`config.mk`:
```
export PLATFORM = sky130hd
export DESIGN_NAME = mmsr_front
export DESIGN_NICKNAME = d
export VERILOG_FILES = /design/src/mmsr_pkg.sv /design/src/mmsr_front.sv
export SDC_FILE = /design/constraint.sdc
export NUM_CORES = 1
export LEC_CHECK = 0
export BUFFER_PORTS_ARGS = -buffer_cell sky130_fd_sc_hd__buf_2
export CAP_MARGIN = 0
export CORE_MARGIN = 2
export CORE_UTILIZATION = 48
export DETAILED_ROUTE_END_ITERATION = 8
export PLACE_DENSITY = 0.76
export SLEW_MARGIN = 20
export SYNTH_ARGS = -nofsm -noshare
export SYNTH_HDL_FRONTEND = slang
export SYNTH_SLANG_ARGS = --single-unit
```
`constraint.sdc`:
```
create_clock -name clk_i -period 2.9 [get_ports clk_i]
set_input_delay 0.58 -clock clk_i [delete_from_list [all_inputs] [get_ports clk_i]]
set_output_delay 0.58 -clock clk_i [all_outputs]
set_load 0.005 [all_outputs]
```
`src/mmsr_pkg.sv`:
```
// ----------------------------------------------------------------------------
// mmsr_pkg
// Shared types and constants of the staggered minmod reconstruction block.
// ----------------------------------------------------------------------------
package mmsr_pkg;

  localparam int unsigned MaxRowCells = 1024;
  localparam int unsigned ColW        = $clog2(MaxRowCells);
  localparam int unsigned RowW        = 16;
  localparam int unsigned AlphaW      = 18;
  localparam int unsigned CfgIdxW     = 8;
  localparam int unsigned CfgDataW    = 32;
  localparam int unsigned QueueDepth  = 4;
  localparam int unsigned OutDepth    = 8;

  localparam logic [CfgIdxW-1:0] RegInteriorCols = 8'd0;
  localparam logic [CfgIdxW-1:0] RegInteriorRows = 8'd1;
  localparam logic [CfgIdxW-1:0] RegLimiterAlpha = 8'd2;
  localparam logic [CfgIdxW-1:0] RegStaggerParity = 8'd3;

  // One classified input cell travelling from the front to the back.
  typedef struct packed {
    logic signed [31:0] cell_value;
    logic [ColW-1:0]    col;
    logic               do_slope;
    logic               do_emit;
    logic [ColW-1:0]    out_col;
    logic [RowW-1:0]    out_row;
    logic               last;
  } item_t;

  typedef struct packed {
    logic signed [31:0] half_value;
    logic [ColW-1:0]    out_col;
    logic [RowW-1:0]    out_row;
    logic               frame_last;
  } result_t;

endpackage

```
`src/mmsr_front.sv`:
```
// ----------------------------------------------------------------------------
// mmsr_front
// Configuration registers, frame position counters and item classification.
// ----------------------------------------------------------------------------
module mmsr_front (
  input  logic                           clk_i,
  input  logic                           rst_ni,
  input  logic                           cfg_valid_i,
  output logic                           cfg_ready_o,
  input  logic [mmsr_pkg::CfgIdxW-1:0]   cfg_index_i,
  input  logic [mmsr_pkg::CfgDataW-1:0]  cfg_data_i,
  input  logic                           push_i,
  input  logic signed [31:0]             cell_value_i,
  output logic                           item_valid_o,
  output mmsr_pkg::item_t                item_o,
  output logic [mmsr_pkg::AlphaW-1:0]    alpha_o
);
  import mmsr_pkg::*;

  logic [ColW-1:0]   cols_q, col_q, col_d;
  logic [RowW-1:0]   rows_q, row_q, row_d;
  logic [AlphaW-1:0] alpha_q;
  logic              parity_q;
  logic [ColW-1:0]   col_end;
  logic [RowW-1:0]   row_end;
  logic              col_last, row_last, cfg_fire;

  assign cfg_ready_o = 1'b1;
  assign cfg_fire    = cfg_valid_i && cfg_ready_o;
  assign alpha_o     = alpha_q;

  // Last column and row index, with the clamped interior size plus ghosts.
  always_comb begin
    if (cols_q == '0) begin
      col_end = ColW'(4);
    end else if (cols_q > ColW'(MaxRowCells - 4)) begin
      col_end = ColW'(MaxRowCells - 1);
    end else begin
      col_end = cols_q + ColW'(3);
    end
    if (rows_q == '0) begin
      row_end = RowW'(4);
    end else if (rows_q > RowW'(65531)) begin
      row_end = RowW'(65534);
    end else begin
      row_end = rows_q + RowW'(3);
    end
  end

  assign col_last = (col_q == col_end);
  assign row_last = (row_q == row_end);

  always_comb begin
    col_d = col_q;
    row_d = row_q;
    if (cfg_fire) begin
      if (cfg_index_i == RegInteriorCols || cfg_index_i == RegInteriorRows ||
          cfg_index_i == RegLimiterAlpha || cfg_index_i == RegStaggerParity) begin
        col_d = '0;
        row_d = '0;
      end
    end else if (push_i) begin
      if (col_last) begin
        col_d = '0;
        row_d = row_last ? '0 : row_q + RowW'(1);
      end else begin
        col_d = col_q + ColW'(1);
      end
    end
  end

  always_ff @(posedge clk_i or negedge rst_ni) begin
    if (!rst_ni) begin
      cols_q   <= ColW'(256);
      rows_q   <= RowW'(256);
      alpha_q  <= AlphaW'(91750);
      parity_q <= 1'b1;
      col_q    <= '0;
      row_q    <= '0;
    end else begin
      col_q <= col_d;
      row_q <= row_d;
      if (cfg_fire) begin
        unique case (cfg_index_i)
          RegInteriorCols:  cols_q   <= cfg_data_i[ColW-1:0];
          RegInteriorRows:  rows_q   <= cfg_data_i[RowW-1:0];
          RegLimiterAlpha:  alpha_q  <= cfg_data_i[AlphaW-1:0];
          RegStaggerParity: parity_q <= cfg_data_i[0];
          default: ;
        endcase
      end
    end
  end

  assign item_valid_o      = push_i;
  assign item_o.cell_value = cell_value_i;
  assign item_o.col        = col_q;
  assign item_o.do_slope   = (col_q >= ColW'(2)) && (row_q >= RowW'(2));
  assign item_o.do_emit    = (col_q >= ColW'(3)) && (row_q >= RowW'(3));
  assign item_o.out_col    = parity_q ? col_q - ColW'(2) : col_q - ColW'(1);
  assign item_o.out_row    = parity_q ? row_q - RowW'(2) : row_q - RowW'(1);
  assign item_o.last       = col_last && row_last;

endmodule

```
## Yosys cells after proc, flatten, opt, wreduce, memory -nomap -nowiden

Cells that the tools add are included.

| storage, ports and cells | value |
|---|---|
| output and inout port bits | 91 |
| word-level logic and storage cells | 58 |
| register bits | 71 |
| input bits | 76 |

| cells by class | value |
|---|---|
| reductions and logical operators | 17 |
| mux-type cells | 15 |
| equal/unequal tests | 6 |
| $add $sub $neg | 8 |
| magnitude comparators | 6 |

Operators with widths:

| kind | number |
|---|---|
| $mux W16 | 8 |
| $mux W10 | 7 |
| $ge A16 B2 Y1 const B | 2 |
| $ge A10 B2 Y1 const B | 2 |
| $add A16 B1 Y16 const B | 1 |
| $add A16 B2 Y16 const B | 1 |
| $eq A16 B16 Y1 | 1 |
| $eq A8 B2 Y1 const B | 2 |
| $gt A16 B16 Y1 const B | 1 |
| $logic_not A16 Y1 | 1 |
| $sub A16 B1 Y16 const B | 1 |
| $sub A16 B2 Y16 const B | 1 |
| $add A10 B1 Y10 const B | 1 |
| $add A10 B2 Y10 const B | 1 |
| $eq A10 B10 Y1 | 1 |
| $gt A10 B10 Y1 const B | 1 |
| $logic_not A10 Y1 | 1 |
| $reduce_and A2 Y1 | 5 |
| $sub A10 B1 Y10 const B | 1 |
| $sub A10 B2 Y10 const B | 1 |
| $eq A8 B1 Y1 const B | 1 |
| $logic_not A8 Y1 | 1 |
| $reduce_bool A2 Y1 | 2 |
| $logic_and A1 B1 Y1 | 3 |
| other kinds (3) | 5 |

## Depth between registers and ports, before layout

Gate-level depths: netlist (run 1).

| depth | value |
|---|---|
| word-level depth | 8 |
| mapped depth | 13 |

## Worst setup path before layout (run 1)

No wires, ideal clock.

| timing | value |
|---|---|
| path type | register -> output |
| start | register rows_q[8] |
| end | output item_o[0] (netlist bit) |
| cell stages (with the launch flop) | 9 |
| setup slack | -391 ps |
| arrival time | 2711 ps |
| required time | 2320 ps |
| cell sequence | dfstp_2 -> clkbuf_1 -> inv_1 -> or4_4 -> a2111oi_4 -> or3_1 -> o311ai_1 -> or4_4 -> nor4_1 |

RTL lines:

| element | RTL line | text |
|---|---|---|
| start, declared | mmsr_front.sv:21 | `logic [RowW-1:0] rows_q, row_q, row_d;` |
| start signal, assigned | mmsr_front.sv:75 | `rows_q <= RowW'(256);` |
| start signal, assigned | mmsr_front.sv:86 | `RegInteriorRows: rows_q <= cfg_data_i[RowW-1:0];` |
| end, declared | mmsr_front.sv:15 | `output mmsr_pkg::item_t item_o,` |

==> results.yml, run 1 <==
final_layout:
  nets: 818
  mostFrequentLayoutCells: "buf_2 (87), buf_4 (81), dfrtp_1 (52)"
  n_antenna_cell: 0
  layout-drive-gt1-share: 0.423
  final_common_cell: "buf_2"
  area_growth_pct: 25.3
synth:
  synth_top_family_by_area: "simple AND/OR/NAND/NOR gates"
  mappedNetlistNets: 711
  synth_edf_count: 0
  yosysSeqAreaShare: 0.324
  ys.flop_type: "dfrtp_1"
  yosys.area.top_type: "dfrtp_1"
  synth_top_area_share: 0.267
  ys_top_cells_by_area: "dfrtp_1 (27%), mux2_2 (8.5%), dfstp_2 (5.7%)"
  synthAdderAreaFrac: 0.0362
  yosysWarnings: 0
  synth_cell_type_count: 68
  syn_inst: 619
  synth_mux_area_frac: 0.0963
  synthesis.area_mm2: 0.00554
  synth-compound-area-share: 0.148
  ys_ff_latch: 71
  avgSynthCellArea_um2: 8.94
  async_flop_share: 1.00
  synth_xor_xnor_area_share: 0.0744
  synth-simple-area-share: 0.218
die:
  core_area_mm2: 0.0113
  pin_count: 167
  die_y_um: 111
  rows: 39
  initial_core_util: 0.489
  die-width_um: 111
  die_area_mm2: 0.0124
sta:
  tightest_slew_ns: 0.873
  slew_headroom: 0.418
  fmax_mhz: 287
  post-route-period-util: 1.20
  final.setup_skew_ns: 0.00736
  drv_slew: 0
  finalHoldViolCount: 0
  rsz0062_at_grt: "yes"
  setup_viol: 17
  period_needed_ns: 3.48
  setup_ws_ns: -0.581
grt:
  grt_pass1_vias: 5062
  grt_start_max_net_pins: 40
  grt_pass1_wl_um: 24500
  track_usage: 0.238
  antenna_found_initial: 0
  grt_overflow_total: 0
clocking:
  numCtsBuffers: 9
  cts_max_level: 3
  clkTransAtPathRegs_ns: 0.06
  postCtsHoldBufs: 0
  clock-sinks: 71
  clk_path_buf_depth: 2
  clk_latency_ns: 0.35
  root_buffer: "clkbuf_16"
  cts_tree: "yes"
critical_path:
  cp.required_ns: 2.32
  cp_max_fo: 5
  critPathKind: "reg2out"
  reg2reg_from: "rows_q[8]"
  cp-start-kind: "flip-flop"
  end_kind: "primary output"
  cp-startpoint: "rows_q[8]"
  cp.arrival_ns: 2.90
outcome:
  status: "finished with violations"
  violations: "negative setup slack"
placed_design:
  place_hpwl_um: 10800
  portBuffers: 87
  pre_cts_ws_ns: -0.306
  gp_congestion: 0.877
routing:
  dr.pass1.iters: 5
  via_count: 5182
  routed_wl_um: 15100
  drc: 0
  routed_via_density: 5.93
  antenna_left: 0
  drt_iter0_markers: 275
  wl_per_cell_um: 17.3
pwr:
  p_per_area_mw_per_mm2: 505
  ir_worst_vdd_uv: 382
  power_mw: 3.50
  p_leak_nw: 3.26
hold_path:
  hp-class: "in2async"
job:
  maxCapViolations: 0
[report_power, final]
group / switching (mW) / internal (mW) / leakage [nW]
combinational: 0.632 / 0.620 / 2.20
clock: 0.445 / 0.672 / 0.143
sequential: 0.0755 / 1.06 / 0.913
[kinds of logic after synthesis]
group,count (synthesis)
DFF,71
xor gates and xnor gates,47
AOI/OAI and AO/OA,117
and+or+nand+nor,221
buffers and inverters,98
muxes,48
other,1
adders and majority gates,16
[cell usage after synthesis (all sizes together), types with 16 or more instances]
master / n
clkbuf: 25
nor3: 28
nand2: 44
nand3: 20
xnor2: 27
a22o: 18
o21ai: 47
nor4: 18
mux2: 42
xor2: 20
inv: 20
dfrtp: 59
nor2: 35
ha: 16
buf: 53
[flip-flops by register name, indices dropped and copies added (netlist names)]
register	cells
alpha_o	18
row_q	16
rows_q	16
col_q	10
cols_q	10
parity_q	1
[per-stage QoR]
step	std cells	util	hold slack, ns	TNS [ns]	area [µm²]
floorplan	619	-	0.284	-0.701	5580
global placement	837	0.548	0.481	-1.55	6200
detailed placement	837	0.548	0.488	-2.89	6200
CTS	862	0.590	0.368	-4.36	6670
global route	874	0.613	0.408	-7.89	6930
finish	874	0.613	0.348	-5.46	6930
[per-layer routing]
| layer | vias up | track usage | wire (µm) |
|---|---|---|---|
| met2 | 221 | 0.404 | 7530 |
| met5 | - | 0 | 0 |
| met4 | 0 | 0.0864 | 339 |
| met3 | 42 | 0.0414 | 926 |
| li1 | 2402 | - | - |
| met1 | 2517 | 0.307 | 6310 |
[path summary, 6_finish.rpt]
kind                                to  slack, ns  cells after the start
hold / removal             alpha_o[11]       0.35                      1
setup reg to reg              row_q[6]      -0.33                     12
max in group asynchronous   alpha_o[9]       1.79                      2
setup / recovery             item_o[0]      -0.58                      8
min in group clk_i         alpha_o[16]       0.47                      2
hold reg to reg            alpha_o[15]       0.50                      1
[layout make-up]
cell class	instances	area, µm²
clock inverters	6	68.8
multi-input cells	450	3430
repair buffers	174	1150
clock buffers	10	229
flip-flops and latches	71	1800
inverters	20	75.1
well taps	143	179
fillers	953	4390
[critical path, stage by stage, from the launching register on]
cell      delay, ns
dfstp_2        0.57
nand3_1        0.12
or2_2          0.36
nor4_4         0.33
or3_1          0.16
o311ai_0       0.12
or4_4          0.60
nor4_4         0.14
buf_2          0.15
[repair_timing]
item | in CTS | in global routing
endpoints found under the setup margin | 18 | 31
setup buffers | 8 | 12
gates resized for setup | 21 | 42
endpoints found under the hold margin | 0 | 0
gates cloned | 1 | 0
pin swaps | 7 | 10
(Power assumes the default switching activity.)
==> run 2, diff against run 1 <==
Settings changed: CTS_CLUSTER_DIAMETER set to 40, RECOVER_POWER set to 25.
==> run 2 against run 1 <==
Effect of this change: the run ends with max-capacitance violations, max-slew violations, negative setup slack left; count of clock-buffer cells in the layout unchanged; die area unchanged; worst setup slack unchanged; flip-flop and latch count unchanged; total power about the same; register-to-register slack about the same.
==> results.yml, run 2 (same netlist as run 1, synthesis figures left out) <==
routing:
  routed_via_density: 5.93
  routed_wl_um: 15100
  wl_per_cell_um: 17.3
  antenna_left: 0
  drc: 0
  dr.pass1.iters: 5
  via_count: 5182
  drt_iter0_markers: 275
grt:
  grt_pass1_vias: 5062
  grt_start_max_net_pins: 40
  track_usage: 0.238
  grt_overflow_total: 0
  grt_pass1_wl_um: 24500
  antenna_found_initial: 0
sta:
  rsz0062_at_grt: "yes"
  slew_headroom: -0.396
  setup_ws_ns: -0.581
  drv_slew: 33
  final.setup_skew_ns: 0.00736
  finalHoldViolCount: 0
  fmax_mhz: 287
  period_needed_ns: 3.48
  post-route-period-util: 1.20
  tightest_slew_ns: 2.09
  setup_viol: 17
die:
  die_area_mm2: 0.0124
  rows: 39
  pin_count: 167
  core_area_mm2: 0.0113
  die_y_um: 111
  die-width_um: 111
  initial_core_util: 0.489
critical_path:
  cp.arrival_ns: 2.90
  cp_max_fo: 5
  end_kind: "primary output"
  critPathKind: "reg2out"
  cp.required_ns: 2.32
  cp-start-kind: "flip-flop"
final_layout:
  layout-drive-gt1-share: 0.421
  register_area_mm2: 0.00180
  final_area_mm2: 0.00693
  final_common_cell: "buf_2"
  n_antenna_cell: 0
  layout.cells.non_filler: 874
  nets: 818
  mostFrequentLayoutCells: "buf_2 (86), buf_4 (81), dfrtp_1 (52)"
  multi_input_area_mm2: 0.00343
  largest_reg_flops: 18
  area_growth_pct: 25.2
  fill_cells: 954
pwr:
  ir_worst_vdd_uv: 382
  pwr-share-seq: 0.324
  power_frac_comb: 0.357
  power_mw: 3.50
  p_clk_frac: 0.319
  p_leak_nw: 3.25
  p_switching_mw: 1.15
  p_per_area_mw_per_mm2: 505
  internal_power_mw: 2.35
  switching_share: 0.329
clocking:
  clk_path_buf_depth: 2
  clk_latency_ns: 0.35
  root_buffer: "clkbuf_16"
  cts_tree: "yes"
  postCtsHoldBufs: 0
  numCtsBuffers: 9
  clock-sinks: 71
  clkTransAtPathRegs_ns: 0.06
  cts_max_level: 3
outcome:
  violations: "max-capacitance violations, max-slew violations, negative setup slack"
  status: "finished with violations"
hold_path:
  hp-class: "in2reg"
job:
  maxCapViolations: 1
placed_design:
  place_area_mm2: 0.00620
  portBuffers: 87
  place_inst: 837
  gp_congestion: 0.877
  place_hpwl_um: 10800
==> run 2: worst paths after layout <==
kind / startpoint / endpoint / slack, ns / depth (start not counted)
worst max-delay path: rows_q[8] / item_o[0] / -0.58 / 8
worst min-delay path: cfg_data_i[16] / alpha_o[16] / 0.47 / 2
worst max register to register: rows_q[8] / row_q[6] / -0.33 / 12
worst min register to register: alpha_o[15] / alpha_o[15] / 0.50 / 1
max in group asynchronous: rst_ni / row_q[0] / 0.70 / 1
min in group asynchronous: rst_ni / alpha_o[11] / 0.83 / 1
==> run 2: per-stage QoR <==
step / utilization / hold slack, ns / setup slack [ns] / setup TNS [ns]
global placement: 0.548 / 0.481 / -0.255 / -1.55
floorplan: - / 0.284 / -0.0698 / -0.701
finish: 0.612 / 0.467 / -0.581 / -5.46
global route: 0.612 / 0.474 / -0.700 / -7.89
CTS: 0.590 / 0.368 / -0.519 / -4.36
detailed placement: 0.548 / 0.488 / -0.306 / -2.89
==> run 2: power groups by stage <==
stage / logic [mW] / registers (mW) / clock network, mW
floorplan: 0.694 / 1.13 / 0
global placement: 1.06 / 1.14 / 0
detailed placement: 1.10 / 1.15 / 0
CTS: 1.16 / 1.13 / 1.13
global route: 1.37 / 1.14 / 1.18
finish: 1.25 / 1.13 / 1.12
==> run 2: layout make-up <==
class | instances | area share
well taps | 143 | 0.0258
clock buffers | 10 | 0.0330
flip-flops and latches | 71 | 0.260
repair buffers | 174 | 0.166
clock inverters | 6 | 0.00993
inverters | 20 | 0.0108
multi-input cells | 450 | 0.494
==> run 2: worst max-delay path: stages (launching register included) <==
cell      delay (ns)
dfstp_2         0.57
nand3_1         0.12
or2_2           0.36
nor4_4          0.33
or3_1           0.16
o311ai_0        0.12
or4_4           0.60
nor4_4          0.14
buf_2           0.15
==> run 2: timing repair <==
item	in CTS	in global routing
resized for setup	21	42
setup buffers	8	12
hold endpoints to repair	0	0
pin swaps	7	10
endpoints found under the setup margin	18	31
gates cloned	1	0
==> run 2: per-layer routing <==
metal  global-route usage  wire, µm  vias to the layer above
li1                     -         -                     2402
met1                0.307      6310                     2517
met2                0.404      7530                      221
met3               0.0414       929                       42
met4               0.0864       339                        0
met5                    0         0                        -
