$ cat src/mmsr_pkg.sv
// ----------------------------------------------------------------------------
// mmsr_pkg
// Shared types and constants of the staggered minmod reconstruction block.
// ----------------------------------------------------------------------------
package mmsr_pkg;

  localparam int unsigned MaxRowCells = 1024;
  localparam int unsigned ColW        = $clog2(MaxRowCells);
  localparam int unsigned RowW        = 16;
  localparam int unsigned AlphaW      = 18;
  localparam int unsigned CfgIdxW     = 8;
  localparam int unsigned CfgDataW    = 32;
  localparam int unsigned QueueDepth  = 4;
  localparam int unsigned OutDepth    = 8;

  localparam logic [CfgIdxW-1:0] RegInteriorCols = 8'd0;
  localparam logic [CfgIdxW-1:0] RegInteriorRows = 8'd1;
  localparam logic [CfgIdxW-1:0] RegLimiterAlpha = 8'd2;
  localparam logic [CfgIdxW-1:0] RegStaggerParity = 8'd3;

  // One classified input cell travelling from the front to the back.
  typedef struct packed {
    logic signed [31:0] cell_value;
    logic [ColW-1:0]    col;
    logic               do_slope;
    logic               do_emit;
    logic [ColW-1:0]    out_col;
    logic [RowW-1:0]    out_row;
    logic               last;
  } item_t;

  typedef struct packed {
    logic signed [31:0] half_value;
    logic [ColW-1:0]    out_col;
    logic [RowW-1:0]    out_row;
    logic               frame_last;
  } result_t;

endpackage

$ cat src/mmsr_queue.sv
// ----------------------------------------------------------------------------
// mmsr_queue
// Short queue of classified cells between the front and the back.
// ----------------------------------------------------------------------------
module mmsr_queue (
  input  logic            clk_i,
  input  logic            rst_ni,
  input  logic            push_i,
  input  mmsr_pkg::item_t item_i,
  output logic            full_o,
  input  logic            pop_i,
  output logic            valid_o,
  output mmsr_pkg::item_t item_o
);
  import mmsr_pkg::*;

  localparam int unsigned PtrW = $clog2(QueueDepth);

  item_t           buf_q [QueueDepth];
  logic [PtrW-1:0] wptr_q, rptr_q;
  logic [PtrW:0]   cnt_q;

  assign full_o  = (cnt_q == (PtrW+1)'(QueueDepth));
  assign valid_o = (cnt_q != '0);
  assign item_o  = buf_q[rptr_q];

  always_ff @(posedge clk_i) begin
    if (push_i) begin
      buf_q[wptr_q] <= item_i;
    end
  end

  always_ff @(posedge clk_i or negedge rst_ni) begin
    if (!rst_ni) begin
      wptr_q <= '0;
      rptr_q <= '0;
      cnt_q  <= '0;
    end else begin
      if (push_i) begin
        wptr_q <= wptr_q + PtrW'(1);
      end
      if (pop_i) begin
        rptr_q <= rptr_q + PtrW'(1);
      end
      cnt_q <= cnt_q + (PtrW+1)'(push_i) - (PtrW+1)'(pop_i);
    end
  end

endmodule

$ cat config.mk
export PLATFORM = sky130hd
export DESIGN_NAME = mmsr_queue
export DESIGN_NICKNAME = d
export VERILOG_FILES = /design/src/mmsr_pkg.sv /design/src/mmsr_queue.sv
export SDC_FILE = /design/constraint.sdc
export NUM_CORES = 1
export LEC_CHECK = 0
export ABC_AREA = 1
export BUFFER_PORTS_ARGS = -buffer_cell sky130_fd_sc_hd__buf_2
export CORE_MARGIN = 2
export CORE_UTILIZATION = 60
export DETAILED_ROUTE_END_ITERATION = 10
export GPL_ROUTABILITY_DRIVEN = 1
export HOLD_SLACK_MARGIN = 0.05
export PLACE_DENSITY = 0.82
export SYNTH_ARGS = -nofsm -noshare
export SYNTH_HDL_FRONTEND = slang
export SYNTH_SLANG_ARGS = --single-unit
$ cat constraint.sdc
create_clock -name clk_i -period 7.1 [get_ports clk_i]
set_input_delay 0.71 -clock clk_i [delete_from_list [all_inputs] [get_ports clk_i]]
set_output_delay 0.71 -clock clk_i [all_outputs]
set_load 0.02 [all_outputs]
== After elaboration in Yosys (flattened, before gate mapping) ==
Memories as Yosys holds them, arrays and structs flattened.
Index checks and enable logic that the tools add are counted.

* Memory bits (read-only): 0
* RAM bits: 284
* Memories kept: 1
* Logic and storage cells: 12
* Register bits: 7
* Bits in latches: 0
* Output and inout port bits: 73

{| class="wikitable"
|+ Memories
! name !! depth !! bits a word !! read ports !! clocked after memory_dff !! write ports !! line !! RTL
|-
| buf_q || 4 || 71 || 1 || 0 || 1 || mmsr_queue.sv:19 || <nowiki>item_t buf_q [QueueDepth];</nowiki>
|}

* Order comparisons: 0
* Bitwise operators: 0
* $mul: 0
* Reductions and logical operators: 1
* Shift-type cells: 0
* Eq/ne operators: 1
* Multiplexer cells: 2
* Divide/modulo/power cells: 0
* Add/sub/neg operators: 4

{| class="wikitable"
|+ Operators with widths
! kind !! count
|-
| $add A2 B1 Y2 const B || 2
|-
| $add A3 B1 Y3 || 1
|-
| $eq A3 B3 Y1 const B || 1
|-
| $reduce_bool A3 Y1 || 1
|-
| $sub A3 B1 Y3 || 1
|-
| $mux W1 || 2
|}

== Logic depth before layout (Yosys ltp) ==
Gate-level depths: netlist of run 1.

* Depth after elaboration: 2
* Gate-level depth with buffers: 8
* Depth with buffers taken out: 8

== Worst setup path before layout of run 1 ==
Ideal clock, no wire load.

* Path kind: input port to flip-flop
* Start: input port push_i
* End: memory buf_q[2][0] (netlist bit), enable pin
* Required time: 6.675 ns
* Setup time: 0.425 ns
* Path buffers: 1
* Path slack: 4.298 ns
* Stages: 3
* Arrival time: 2.377 ns
* Cell sequence: clkbuf_1 nand2_1 inv_1

* Word-level cells in the longest chain between the ends: 2

{| class="wikitable"
|+ RTL lines
! element !! line !! RTL
|-
| start, declared || mmsr_queue.sv:8 || <nowiki>input logic push_i,</nowiki>
|-
| $mux W1 || mmsr_queue.sv:28 || <nowiki>if (push_i) begin</nowiki>
|-
| $mux W1 (implied by the code) || mmsr_queue.sv:29 || <nowiki>buf_q[wptr_q] <= item_i;</nowiki>
|-
| end, declared || mmsr_queue.sv:19 ||
|}

No other way between the ends.

==> impl_results.md, run 1 <==
* TritonCTS clock tree: yes
* Vias in the first global route at 7852
* Maxcap violations at 0
* Die ar. at 0.0217 sq mm
* DIE WIDTH at 147 um
* Async S/R FF share, synth at 2.41%
* Top-area cell type share of the netlist area at 69.4%
* Max Slew Vio Count at 0
* Cell variety after synth at 16
* Largest cells by area after synthesis: edfxtp_1, nand2_1, inv_1, nand3_1, dfrtp_1
* WP data required at 6390 ps
* Routability cong. at 0.754
* Total Power at 0.00608 W
* Post-CTS repair timing setup buffer count at 0
* Max incr delay on CP at 780 ps
* CTS H-tree lvls at 1
* Synth Register Bits at 291
* Crit. End Element: output port
* Initial Utilization at 61.0%
* HPWL Detailed at 13600 um
* Crit-path cells: inv_4 -> buf_4 -> nand2_1 -> nand3_1 -> nand2_1 -> buf_2
* Largest family of logic cells by synthesized area: simple AND/OR/NAND/NOR gates
* CTS Root Cell: clkbuf_16
* Max Buffers Root-to-Sink at 3
* Gr usage total at 22.1%
* Pwr Density at 429 mW/mm^2
* Synth Area in Compound Gates at 0.0407%
* LEAKAGE at 6.68 nW
* I/O Buffers at 147
* Rel. slew slack at 27.7%
* EDFF count, synth at 284
* Filler instances at 1348
* First-pass GRT wire length at 37800 um
* Post-layout min period at 4000 ps
* Drt pass-1 iters at 7
* Synthesized area per cell at 10.6 sq um
* Skew-Pair Late Insertion Delay at 530 ps
* Routed wire per std cell at 15.3 um
* Final setup TNS at 0 ps
* Via count at 8020
* Residual DRC at 0
* Slew at the pin closest to its max-slew limit at 1080 ps
* CP arrival at 3290 ps
* Status: finished, final reports clean
* Initial antenna violation count at 4
* Post-synth top cells: nand2_1, inv_1, edfxtp_1, nand3_1, buf_2
* Worst-path clk slew at 60 ps
* Post-Layout Cell Count at 1592
* CP bufs+invs at 3
* CP max stage cell: dfrtp_4
* Grt ovf at 0
* Mapped Cells at 1158
* Largest net degree at the start of global routing at 77
* IO Pins at 148
* Number of buffers created by CTS at 28
* Final WL at 24300 um
* Die Ht at 147 um
* Critical setup path kind: flip-flop to output port
* Crit-path max FO at 76
* P&R area growth vs syn at 15.3%
* Post-layout net count at 1379
* Unrepaired setup endpoints after global routing: false
* Worst hold-check path type: input pin to flip-flop
* Area leader, netlist: edfxtp_1
* Most frequent cell after synthesis: nand2_1
* Share of layout cells above drive strength 1 at 15.7%
* Peak Freq at 0.250 GHz
* Core area at 0.0202 sq mm
* Simple-gate area share of the yosys netlist at 17.1%
* Largest delay contributor family on the critical path: buffers and inverters
* CTS sink cnt at 291
* Yosys warning count at 0
* Mapped cell area at 0.0123 sq mm
* DRT iter0 DRCs at 527
* Synth Net Count at 1240
* Sequential share of the synthesized area at 70.8%
* CTS resizes at 0
* XOR/XNOR Fraction of Synth Area at 0.214%
* Hold Violations, Final at 0
* Startpoint types: flip-flop
* Layout Skew at 7.67 ps
* Maximum vdd drop at 0.000257 V
* Final Util at 70.3%
* Period utilization at 56.3%
* Synth Flop Type: edfxtp_1
* WHS at 390 ps
* Adder-cell share of the synthesized area at 0.773%
* Row count at 52
* Dpl cells at 1536
* DR vias/cell at 5.04
* Post-synthesis mux area share at 0%
* Routed Antenna Nets at 0
* Final Setup Violations at 0
* Most numerous cell on the critical path: nand2_1
[registers in the layout, summed over array words and instances (netlist names)]
signal,cells
buf_q,284
wptr_q,2
cnt_q,3
rptr_q,2
[layout by cell type (no fill, tap or decap), types with 6 or more instances in the layout]
master and count:
nand2_1 366, ha_1 6, buf_2 147, clkinv_1 6, inv_1 292, clkbuf_16 29, clkinv_2 11, nand3_1 144
edfxtp_1 284, buf_4 8
[layout make-up]
class	instances	area, sq um	share of cell area (%)
Sequential cell	291	8710	61.4
Multi-Input combinational cell	522	2220	15.7
Inverter	298	1130	7.94
Timing Repair Buffer	156	806	5.68
Clock buffer	31	733	5.17
Tap cell	270	338	2.38
Clock inverter	21	231	1.63
Antenna cell	3	7.51	0.0530
[metal layers]
metal  vias to the layer above  routed length (um)  global-route usage, %
met4                         2                 457                   7.12
met5                         -                  13                      0
met3                        42                1900                   3.94
met1                      3768                9180                   26.4
li1                       3888                   -                      -
met2                       320               12800                   40.8
[worst register-to-register path: stages (launching register included)]
cell and delay (ps):
dfrtp_4 970, buf_4 730, nand2_1 150, xor2_1 180
[final timing paths]
check | cells past startpoint | to | from | slack (ps)
setup reg to reg | 3 | rptr_q[1] | rptr_q[0] | 4940
min in group asynchronous | 2 | cnt_q[0] | rst_ni | 540
hold reg to reg | 1 | wptr_q[0] | wptr_q[0] | 540
hold / removal | 1 | buf_q[2][26] | item_i[26] | 390
setup / recovery | 6 | item_o[26] | rptr_q[0] | 3100
max in group asynchronous | 2 | rptr_q[0] | rst_ni | 6380
[power breakdown]
group	internal (W)	total (W)	switching (W)
registers	0.00225	0.00240	0.000142
clock network	0.000924	0.00153	0.000605
logic	0.000606	0.00216	0.00155
total	0.00378	0.00608	0.00230
[per-stage QoR]
step                      setup WS, ps  area (sq um)
after CTS                         3090         14200
after global routing              2890         14200
final                             3100         14200
after detailed placement          3680         13200
after global placement            3760         13200
after floorplan                   4300         12300
[cell families after synthesis]
kind of cell    count (synthesis)
flops                         291
simple gates                  511
buf+inv                       345
compound gates                  1
xor+xnor                        3
fa+ha+maj                       7
[repair_timing]
item                                    4_1_cts  5_1_grt
hold buffers                                  1        0
endpoints found under the setup margin        0        0
endpoints found under the hold margin         7        0
No activity file was read; power rests on OpenSTA's default activity.
==> inputs of run 2 (changes only) <==
--- a/config.mk
+++ b/config.mk
@@ -5,14 +5,14 @@
 export SDC_FILE = /design/constraint.sdc
 export NUM_CORES = 1
 export LEC_CHECK = 0
-export ABC_AREA = 1
+export ABC_AREA = 0
 export BUFFER_PORTS_ARGS = -buffer_cell sky130_fd_sc_hd__buf_2
 export CORE_MARGIN = 2
-export CORE_UTILIZATION = 60
+export CORE_UTILIZATION = 57
 export DETAILED_ROUTE_END_ITERATION = 10
 export GPL_ROUTABILITY_DRIVEN = 1
 export HOLD_SLACK_MARGIN = 0.05
-export PLACE_DENSITY = 0.82
+export PLACE_DENSITY = 0.79
 export SYNTH_ARGS = -nofsm -noshare
 export SYNTH_HDL_FRONTEND = slang
 export SYNTH_SLANG_ARGS = --single-unit
==> constraint.sdc (replaced) <==
create_clock -name clk_i -period 3.93 [get_ports clk_i]
set_input_delay 0.393 -clock clk_i [delete_from_list [all_inputs] [get_ports clk_i]]
set_output_delay 0.393 -clock clk_i [all_outputs]
set_load 0.02 [all_outputs]
==> run 2 against run 1 <==
Net effect:
- total power grew 63%
- critical path depth decreased by 3
- via count is 41% lower
- final area down 12%
- count of clock-buffer cells in the layout is 7 higher
- hold slack got worse by 310 ps
- synthesized cell count is 65% lower
- final cell count is 48% lower
- flip-flop and latch count is the same
- synthesized area decreased by 13%
- clock power increased by 76%
- global-route usage fell by 3.5 points
- largest cell class unchanged
==> impl_results.md, run 2 <==
* Status: finished, final reports clean
* CP bufs+invs at 2 (-1)
* Largest delay contributor family on the critical path: flip-flops
* Slew at the pin closest to its max-slew limit at 1100 ps (+18.5 ps)
* WP data required at 3540 ps (-2850 ps)
* Most frequent cells in the layout: edfxtp_1, buf_2, mux4_2, clkbuf_16, clkinv_2
* Wl on met1 at 7700 um (-16%)
* Yosys warning count at 0 (unchanged)
* Hold Violations, Final at 0 (unchanged)
* Area leader, netlist: edfxtp_1
* Sequential share of the synthesized area at 81.3% (+10 points)
* Top reg by flops: buf_q
* Final Setup Violations at 0 (unchanged)
* Final WL at 18400 um (-24%)
* Routability cong. at 0.704 (-6.6%)
* Worst-path clk slew at 60 ps (about the same)
* Unrepaired setup endpoints after global routing: false
* Met3 WL post-DR at 1190 um (-37%)
* Grt ovf at 0 (unchanged)
* I/O Buffers at 147 (unchanged)
* Most common cell after layout, fill and taps aside: edfxtp_1
* Max incr delay on CP at 880 ps (+100 ps)
* Biggest regs: buf_q (284), cnt_q (3)
* Crit. End Element: output port
* Post-layout net count at 651 (-53%)
* CTS sink cnt at 291 (unchanged)
* Routed wire per std cell at 22.2 um (+46%)
* Peak Freq at 0.334 GHz
* Max Buffers Root-to-Sink at 3 (unchanged)
* First-pass GRT wire length at 28500 um (-25%)
* Async S/R FF share, synth at 2.41% (unchanged)
* Final setup TNS at 0 ps (unchanged)
* DRT iter0 DRCs at 301 (-43%)
* Via count at 4722 (-41%)
* Core area at 0.0186 sq mm (-7.9%)
* CP max stage cell: dfrtp_4
* Die ar. at 0.0199 sq mm (-8.1%)
* Residual DRC at 0 (unchanged)
* P&R area growth vs syn at 17.1%
* Layout Skew at 15.2 ps (+7.49 ps)
* Maxcap violations at 0 (unchanged)
* Largest net degree at the start of global routing at 73 (-5.2%)
* Die Ht at 141 um (-4.1%)
* WHS at 75.0 ps (-315 ps)
* Synth Register Bits at 291 (unchanged)
* Synth Flop Type: edfxtp_1
* Cell variety after synth at 17 (+1)
* Mapped Cells at 405 (-65%)
* Row count at 50 (-3.8%)
* Initial Utilization at 57.6% (-3.3 points)
* Share of layout cells above drive strength 1 at 45.7% (+30 points)
* CTS resizes at 0 (unchanged)
* HPWL Detailed at 10100 um (-26%)
* Post-synth top cells: edfxtp_1, mux4_2, buf_2, buf_12, dfrtp_1
* Routed Antenna Nets at 0 (unchanged)
* DIE WIDTH at 141 um (-4.1%)
* Initial antenna violation count at 3 (-1)
* Post-CTS repair timing setup buffer count at 0 (unchanged)
* Vias in the first global route at 5147 (-34%)
* Post-layout min period at 3000 ps
* LEAKAGE at 4.33 nW (-35%)
* Max Slew Vio Count at 0 (unchanged)
* Maximum vdd drop at 0.000575 V (+120%)
* Worst hold-check path type: input pin to flip-flop
* Skew-Pair Late Insertion Delay at 530 ps (about the same)
* Crit-path cells: buf_4 -> mux4_2 -> buf_2
* EDFF count, synth at 284 (unchanged)
* Synthesized area per cell at 26.4 sq um (+150%)
* CTS H-tree lvls at 1 (unchanged)
* CP arrival at 2600 ps (-690 ps)
* DR vias/cell at 5.71 (+13%)
* IO Pins at 148 (unchanged)
* Gr usage total at 18.7% (-3.5 points)
* Rel. slew slack at 26.5% (-1.2 points)
* Total Power at 0.00991 W (+63%)
* Crit-path max FO at 34 (-55%)
* Top-area cell type share of the netlist area at 79.6% (+10 points)
* Metal2 WL at 9130 um (-29%)
* Synth Net Count at 487 (-61%)
* Most frequent cell after synthesis: edfxtp_1
* Pwr Density at 790 mW/mm^2 (+84%)
* CTS Root Cell: clkbuf_16
* Number of buffers created by CTS at 28 (unchanged)
* Top Layer Used: met5
* Drt pass-1 iters at 5 (-2)
* TritonCTS clock tree: yes
* Startpoint types: flip-flop
* Critical setup path kind: flip-flop to output port
* Largest register FFs at 284 (unchanged)
* CTS Hold Bufs at 1 (unchanged)
* Mapped cell area at 0.0107 sq mm (-13%)
* Largest cells by area after synthesis: edfxtp_1, mux4_2, dfrtp_1, buf_12, ha_1
* Period utilization at 76.2%
[run 2: cell count changes in the layout (fill, tap and decap cells not counted), sizes merged]
cell and change:
and2 +4, and3 +1, buf -6, bufinv -2, clkbuf +7, clkinv -9, diode -1, inv -288
mux4 +71, nand2 -364, nand3 -144, nor2 -1, or3 +1, xnor2 +2
[run 2: final timing paths]
path,cells past startpoint,startpoint,slack [ps],endpoint
hold reg to reg,1,wptr_q[0],550,wptr_q[0]
hold / removal,1,item_i[19],70,buf_q[0][19]
setup / recovery,3,rptr_q[0],930,item_o[46]
setup reg to reg,3,wptr_q[0],1930,buf_q[2][0]
max in group asynchronous,2,rst_ni,3500,rptr_q[0]
min in group asynchronous,2,rst_ni,220,cnt_q[1]
[run 2: area by class of cell]
| cell class | instances | area [sq um] |
|---|---|---|
| Sequential cell | 291 | 8710 |
| Fill cell | 1145 | 6040 |
| Multi-Input combinational cell | 92 | 1800 |
| Clock buffer | 38 | 790 |
| Timing Repair Buffer | 150 | 773 |
| Tap cell | 234 | 293 |
| Clock inverter | 14 | 149 |
| Inverter | 6 | 22.5 |
| Antenna cell | 2 | 5.00 |
[run 2: power breakdown]
part | internal (W) | switching, W
logic | 0.00120 | 0.00154
clock network | 0.00160 | 0.00109
registers | 0.00408 | 0.000398
total | 0.00688 | 0.00303
[run 2: stage by stage]
step / cells / cell area (sq um) / setup slack [ps] / util, %
floorplan: 405 / 10700 / 1210 / -
global placement: 772 / 11600 / 1440 / 62.4
detailed placement: 772 / 11600 / 1420 / 62.4
CTS: 825 / 12500 / 848 / 67.5
global route: 826 / 12500 / 745 / 67.5
finish: 827 / 12500 / 934 / 67.5
[run 2: kinds of logic after synthesis]
| group | Yosys count | synth area share (%) |
|---|---|---|
| AO/OA/AOI/OAI | 1 | 0.0467 |
| XOR/XNOR | 5 | 0.409 |
| adder cells (fa/ha/maj) | 7 | 0.888 |
| buffers and inverters | 22 | 2.00 |
| flip-flops | 291 | 81.3 |
| multiplexers | 71 | 15.0 |
| AND/OR/NAND/NOR | 8 | 0.421 |
[run 2: per-layer routing]
layer / track usage [%] / vias to the layer above
met2: 30.7 / 165
li1: - / 2064
met4: 4.63 / 2
met3: 4.31 / 34
met1: 26.0 / 2457
met5: 0 / -
